[src/rtl/tpp_pkg.sv]
`default_nettype none
package tpp_pkg;

  // operation codes
  localparam logic [1:0] OP_CLEAR  = 2'd0;
  localparam logic [1:0] OP_APPEND = 2'd1;
  localparam logic [1:0] OP_QUERY  = 2'd2;

  // panel geometry
  localparam logic [5:0] MARGIN_LEFT  = 6'd2;
  localparam logic [5:0] MARGIN_RIGHT = 6'd62;
  localparam logic [5:0] CELL_W       = 6'd6;
  localparam int unsigned CELLS_PER_LINE = 10;
  localparam logic [2:0] BLANK_COL    = 3'd5;  // spacing column of a cell
  localparam logic [2:0] BLANK_ROW    = 3'd7;  // spacing row of a cell
  localparam int unsigned GLYPH_W     = 5;

  // x/6 == (x*43)>>8 for every x below 60
  localparam logic [5:0] RECIP6       = 6'd43;

  // character index: up to 8 lines of 10 cells
  localparam int unsigned IDX_W = 7;

  localparam logic [7:0] BAR_COL = 8'h5F;

  typedef struct packed {
    logic [1:0] operation;
    logic [7:0] char_code;
    logic [5:0] pixel_column;
    logic [4:0] half_row;
  } tpp_in_t;

  typedef struct packed {
    logic [15:0] top_pixel;
    logic [15:0] bottom_pixel;
    logic [10:0] frame_address;
  } tpp_out_t;

  // horizontal decode of a column, shared by both lanes
  typedef struct packed {
    logic       lit_ok;  // inside margins and not on the spacing column
    logic [3:0] cell_idx;
    logic [2:0] col;
  } tpp_cell_t;

  // pipeline control from the merge stage
  typedef struct packed {
    logic s1_valid;
    logic s1_adv;
  } tpp_pipe_t;

  typedef logic [0:GLYPH_W-1][7:0] glyph_t;

  function automatic glyph_t font_glyph(input logic [7:0] code);
    glyph_t g;
    unique case (code)
      8'h30: g = {8'h3E, 8'h51, 8'h49, 8'h45, 8'h3E};  // 0
      8'h31: g = {8'h00, 8'h42, 8'h7F, 8'h40, 8'h00};
      8'h32: g = {8'h42, 8'h61, 8'h51, 8'h49, 8'h46};
      8'h33: g = {8'h21, 8'h41, 8'h45, 8'h4B, 8'h31};
      8'h34: g = {8'h18, 8'h14, 8'h12, 8'h7F, 8'h10};
      8'h35: g = {8'h27, 8'h45, 8'h45, 8'h45, 8'h39};
      8'h36: g = {8'h3C, 8'h4A, 8'h49, 8'h49, 8'h30};
      8'h37: g = {8'h01, 8'h71, 8'h09, 8'h05, 8'h03};
      8'h38: g = {8'h36, 8'h49, 8'h49, 8'h49, 8'h36};
      8'h39: g = {8'h06, 8'h49, 8'h49, 8'h29, 8'h1E};  // 9
      8'h41: g = {8'h7E, 8'h11, 8'h11, 8'h11, 8'h7E};  // A
      8'h42: g = {8'h7F, 8'h49, 8'h49, 8'h49, 8'h36};
      8'h43: g = {8'h3E, 8'h41, 8'h41, 8'h41, 8'h22};
      8'h44: g = {8'h7F, 8'h41, 8'h41, 8'h22, 8'h1C};
      8'h45: g = {8'h7F, 8'h49, 8'h49, 8'h49, 8'h41};
      8'h46: g = {8'h7F, 8'h09, 8'h09, 8'h09, 8'h01};
      8'h47: g = {8'h3E, 8'h41, 8'h49, 8'h49, 8'h7A};
      8'h48: g = {8'h7F, 8'h08, 8'h08, 8'h08, 8'h7F};
      8'h49: g = {8'h00, 8'h41, 8'h7F, 8'h41, 8'h00};
      8'h4A: g = {8'h20, 8'h40, 8'h41, 8'h3F, 8'h01};
      8'h4B: g = {8'h7F, 8'h08, 8'h14, 8'h22, 8'h41};
      8'h4C: g = {8'h7F, 8'h40, 8'h40, 8'h40, 8'h40};
      8'h4D: g = {8'h7F, 8'h02, 8'h0C, 8'h02, 8'h7F};
      8'h4E: g = {8'h7F, 8'h04, 8'h08, 8'h10, 8'h7F};
      8'h4F: g = {8'h3E, 8'h41, 8'h41, 8'h41, 8'h3E};
      8'h50: g = {8'h7F, 8'h09, 8'h09, 8'h09, 8'h06};
      8'h51: g = {8'h3E, 8'h41, 8'h51, 8'h21, 8'h5E};
      8'h52: g = {8'h7F, 8'h09, 8'h19, 8'h29, 8'h46};
      8'h53: g = {8'h46, 8'h49, 8'h49, 8'h49, 8'h31};
      8'h54: g = {8'h01, 8'h01, 8'h7F, 8'h01, 8'h01};
      8'h55: g = {8'h3F, 8'h40, 8'h40, 8'h40, 8'h3F};
      8'h56: g = {8'h1F, 8'h20, 8'h40, 8'h20, 8'h1F};
      8'h57: g = {8'h7F, 8'h20, 8'h18, 8'h20, 8'h7F};
      8'h58: g = {8'h63, 8'h14, 8'h08, 8'h14, 8'h63};
      8'h59: g = {8'h07, 8'h08, 8'h70, 8'h08, 8'h07};
      8'h5A: g = {8'h61, 8'h51, 8'h49, 8'h45, 8'h43};  // Z
      8'h2B: g = {8'h08, 8'h08, 8'h3E, 8'h08, 8'h08};  // +
      8'h2D: g = {8'h08, 8'h08, 8'h08, 8'h08, 8'h08};  // -
      8'h2A: g = {8'h22, 8'h14, 8'h7F, 8'h14, 8'h22};  // *
      8'h2F: g = {8'h20, 8'h10, 8'h08, 8'h04, 8'h02};  // /
      8'h3D: g = {8'h14, 8'h14, 8'h14, 8'h14, 8'h14};  // =
      8'h3A: g = {8'h00, 8'h36, 8'h36, 8'h00, 8'h00};  // :
      8'h2E: g = {8'h00, 8'h60, 8'h60, 8'h00, 8'h00};  // .
      8'h3F: g = {8'h02, 8'h01, 8'h51, 8'h09, 8'h06};  // ?
      8'h20: g = {8'h00, 8'h00, 8'h00, 8'h00, 8'h00};  // space
      default: g = {8'h00, 8'h00, BAR_COL, 8'h00, 8'h00};  // unknown: bar
    endcase
    return g;
  endfunction

  function automatic logic [7:0] glyph_byte(input logic [7:0] code, input logic [2:0] col);
    glyph_t     g;
    logic [7:0] b;
    g = font_glyph(code);
    unique case (col)
      3'd0: b = g[0];
      3'd1: b = g[1];
      3'd2: b = g[2];
      3'd3: b = g[3];
      3'd4: b = g[4];
      default: b = 8'h00;
    endcase
    return b;
  endfunction

endpackage
`default_nettype wire

[src/rtl/tpp_merge.sv]
`default_nettype none
// Joins both lane pixels with the word address into the result register.
module tpp_merge (
  input  wire logic              clk,
  input  wire logic              rst_n,
  input  wire logic              load,
  input  wire logic [10:0]       addr_in,
  input  wire logic [15:0]       top_px,
  input  wire logic [15:0]       bot_px,
  input  wire logic              out_stall,
  output logic                   out_valid,
  output tpp_pkg::tpp_out_t      out_item,
  output tpp_pkg::tpp_pipe_t     pipe
);
  import tpp_pkg::*;

  logic        s1_v_r, s1_v_nxt;
  logic        out_v_r, out_v_nxt;
  logic [10:0] addr_r;
  tpp_out_t    out_r;
  logic        adv;

  assign adv = s1_v_r && (!out_v_r || !out_stall);

  always_comb begin
    s1_v_nxt  = load ? 1'b1 : (adv ? 1'b0 : s1_v_r);
    out_v_nxt = adv ? 1'b1 : (out_v_r && out_stall);
  end

  always_ff @(posedge clk) begin
    if (!rst_n) begin
      s1_v_r  <= 1'b0;
      out_v_r <= 1'b0;
    end else begin
      s1_v_r  <= s1_v_nxt;
      out_v_r <= out_v_nxt;
    end
  end

  always_ff @(posedge clk) begin
    if (load) begin
      addr_r <= addr_in;
    end
    if (adv) begin
      out_r.top_pixel     <= top_px;
      out_r.bottom_pixel  <= bot_px;
      out_r.frame_address <= addr_r;
    end
  end

  assign out_valid     = out_v_r;
  assign out_item      = out_r;
  assign pipe.s1_valid = s1_v_r;
  assign pipe.s1_adv   = adv;

endmodule
`default_nettype wire

[config.mk]
export PLATFORM = sky130hd
export DESIGN_NAME = tpp_merge
export DESIGN_NICKNAME = d
export VERILOG_FILES = /design/src/rtl/tpp_pkg.sv /design/src/rtl/tpp_merge.sv
export SDC_FILE = /design/constraint.sdc
export NUM_CORES = 1
export LEC_CHECK = 0
export ABC_CLOCK_PERIOD_IN_PS = 5050
export BUFFER_PORTS_ARGS = -buffer_cell sky130_fd_sc_hd__buf_4
export CORE_MARGIN = 4
export CORE_UTILIZATION = 43
export CTS_BUF_LIST = sky130_fd_sc_hd__clkbuf_16
export CTS_CLUSTER_DIAMETER = 40
export DETAILED_ROUTE_END_ITERATION = 8
export PLACE_DENSITY_LB_ADDON = 0.05
export SYNTH_ARGS = -nofsm -noshare
export SYNTH_HDL_FRONTEND = slang
export SYNTH_SLANG_ARGS = --single-unit
[constraint.sdc]
create_clock -name clk -period 5.05 [get_ports clk]
set_input_delay 0 -clock clk [delete_from_list [all_inputs] [get_ports clk]]
set_output_delay 0 -clock clk [all_outputs]
set_load 0.02 [all_outputs]
After elaboration in Yosys (flattened, before gate mapping)
Index checks and enable logic that the tools add are counted.

cells by class
  add/subtract/negate cells = 0
  $mul = 0
  div/mod/pow operators = 0
  magnitude comparators = 0
  equality and inequality tests = 0
  shift-type cells = 0
  mux-type cells = 3
  bitwise gates (word level) = 0
  reduce and logical (&&, ||, !) cells = 6

operators with widths
  cell                count
  2-to-1 mux 1 bit    3
  logical AND 1 bit   2
  logical NOT 1 bit   2
  nonzero test 2 bit  1
  logical OR 1 bit    1

storage, ports and cells
  register bits after elaboration = 56
  latch bits = 0
  bits in writable memories = 0
  ROM bits = 0
  input port bits = 47
  output and inout bits = 46
  memories = 0

Logic depth before layout (Yosys ltp)
  depth in word-level cells = 5
  depth in mapped cells = 2
  gate-level depth less buffers = 2

Worst setup path after synthesis
OpenSTA, ideal clock, no wires.

  kind = register to register
  from = reg out_v_r (netlist: out_valid)
  to = reg out_r (netlist bit out_item[0]), enable pin
  setup time = 0.512 ns
  data arrival time = 3.629 ns
  required time = 4.538 ns
  path slack = 0.910 ns
  cell stages (with the launch flop) = 2
  clock period less this slack = 4.140 ns
  path through = dfxtp_1 a21boi_0

on the way
  longest elaborated chain between the ends = 3

ends and longest elaborated chain
  item                    RTL line         RTL
  from (decl)             tpp_merge.sv:18  logic out_v_r, out_v_nxt;
  from (signal assigned)  tpp_merge.sv:36  out_v_r <= out_v_nxt;
  logical NOT 1 bit       tpp_merge.sv:23  assign adv = s1_v_r && (!out_v_r || !out_stall);
  logical OR 1 bit        tpp_merge.sv:23
  logical AND 1 bit       tpp_merge.sv:23
  named net adv           tpp_merge.sv:21  logic adv;
  to (decl)               tpp_merge.sv:20  tpp_out_t out_r;

The timed path passes the listed nets, and every way through them passes these cells.
A chain may end at the register's enable or synchronous reset.

==> impl_results.md <==
- Top cells by area, synth: edfxtp_1 95%, dfxtp_1 2.3%, buf_4 0.88%
- Total global routing overflow: 0
- Min-Delay Path Class: input port to flip-flop
- Fin. max-slew vios: 0
- # diodes: 0
- Placer Congestion: 0.739
- Syn Std Cell Area: 0.00171 mm^2
- Die area: 0.00504 mm^2
- Critical path peak fanout: 44
- Synth cell types: 7
- Wirelength per Cell: 15.7 um
- Most frequent cells in the layout: 93 x buf_4, 54 x edfxtp_1, 44 x dlygate4sd3_1
- Number of port buffers: 92
- Worst skew pair latency: 280 ps
- Critical Path RT: 5050 ps
- Pleak: 1.25 nW
- Final hold violations: 0
- Layout cell share with drive strength beyond 1: 0.481
- Sequential fraction of the synthesis area: 0.973
- Post-Syn Area per Cell: 27.1 um^2
- Area Overhead vs Synth: 77.9%
- Synth Register Bits: 56
- IO Count: 93
- Cells after Synth: 63
- Vias per cell: 4.30
- Nets: 252
- Crit path capture type: output pin
- Final clock skew: 2.99 ps
- WL met1: 1420 um
- Initial antenna violation count: 0
- WL met3: 336 um
- Number of global-route vias before repair: 1171
- Fmax: 643 MHz
- Final setup fails: 0
- Tcrit/Tclk final: 0.308
- CP arrival: 1560 ps
- First-pass GRT wire length: 6130 um
- DRC viols: 0
- TritonRoute pass-1 iters: 4
- Synthesized Nets: 110
- Post-Layout Cell Count: 254
- Worst Setup Start Kind: flip-flop
- CTS tree: done
- # placed instances: 202
- DR top layer: met4
- Initial core utilization: 0.456
- CTS root buffer: clkbuf_16
- Total track usage: 0.166
- RSZ-0062 raised after global routing: false
- DIE WIDTH: 71.0 um
- Largest area contributor in the netlist: edfxtp_1
- Setup CP Type: flip-flop to output pin
- Vias: 1092
- Leading cell type in the layout, fill and taps excluded: buf_4
- Final min period: 1560 ps
- Slew at the pin closest to its max-slew limit: 527 ps
- Clk sink count: 56
- Metal2 WL: 2200 um
- Post CTS Setup Buffer Count: 0
- Core area: 0.00374 mm^2
- Power consumption: 0.979 mW
- H-tree levels: 2
- Final wirelength: 3990 um
- DP Area: 0.00246 mm^2
- Largest net degree at the start of global routing: 45
- Antenna Nets Post-Route: 0
- Final TNS setup: 0 ps
- Worst VDD drop: 0.000200 V
- Core Rows: 22
- Worst-path clk slew: 60 ps
- Starting DRT DRC Count: 42
- CTS buffer count: 5
- Number of max-cap violations: 0
- Final Core Density: 0.812
- Clock Path Buffers: 2
- Synth top area share: 0.949
- Yosys warnings: 0
- Die height: 71.0 um
- Fin area: 0.00304 mm^2
- Power Dens Cells: 322 mW/mm^2
- Status: completed
- Worst slew margin relative to its limit: 0.649
-- state kept, by name, indices dropped and copies added, names as in the netlist --
| register | cells |
|---|---|
| addr_r | 11 |
| out_item | 43 |
| out_valid | 1 |
| s1_v_r | 1 |
-- what timing repair did --
item | 4_1_cts | 5_1_grt
hold buffers | 44 | 0
endpoints found under the hold margin | 45 | 0
gates resized for setup | 0 | 0
-- layer usage --
metal  vias up  GRT usage
met5         -          0
met4         0     0.0564
met3         5     0.0625
met2        59      0.305
met1       499      0.174
li1        529          -
-- critical path: stages, from the launching register on --
cell and delay, ps:
dfxtp_1 370, a21boi_4 180, buf_4 460, buf_4 250
-- metrics by stage --
stage,worst slack (ps),hold WS [ps]
after global routing,3400,42.3
after detailed placement,3670,179
after global placement,3710,178
final,3490,42.7
after floorplan,910,98.9
after CTS,3480,25.7
-- kinds of logic (layout without fill, tap and decap cells) --
family / after synthesis / count (layout) / synth area share
flops: 56 / 56 / 0.973
compound gates: 3 / 3 / 0.0110
simple gates: 2 / 2 / 0.00732
buf+inv: 2 / 145 / 0.00879
-- cell usage after synthesis, drive strengths merged --
| cell | number |
|---|---|
| a21boi | 1 |
| a21oi | 1 |
| a31oi | 1 |
| buf | 2 |
| dfxtp | 2 |
| edfxtp | 54 |
| nor2b | 2 |
-- area by class of cell --
cell class                 count  area, um^2
tap                           48        60.1
timing repair buffer         137        1140
sequential                    56        1660
multi-input combinational      5        42.5
clock inverter                 3        11.3
clock buffer                   5         125
fill                         204         704
-- power by group --
group | switching [mW] | leakage (nW) | internal, mW
registers | 0.00717 | 0.527 | 0.539
logic | 0.0496 | 0.645 | 0.0661
clock network | 0.139 | 0.0738 | 0.179
-- path summary, 6_finish.rpt --
| path | slack (ps) | end | start | cells after the start |
|---|---|---|---|---|
| worst min register to register | 420 | out_item[4] | addr_r[4] | 0 |
| worst min-delay path | 40 | addr_r[8] | load | 1 |
| worst max-delay path | 3490 | pipe[0] | s1_v_r | 3 |
| worst max register to register | 3660 | out_item[22] | s1_v_r | 2 |
Power figures use the tool's default switching activity.
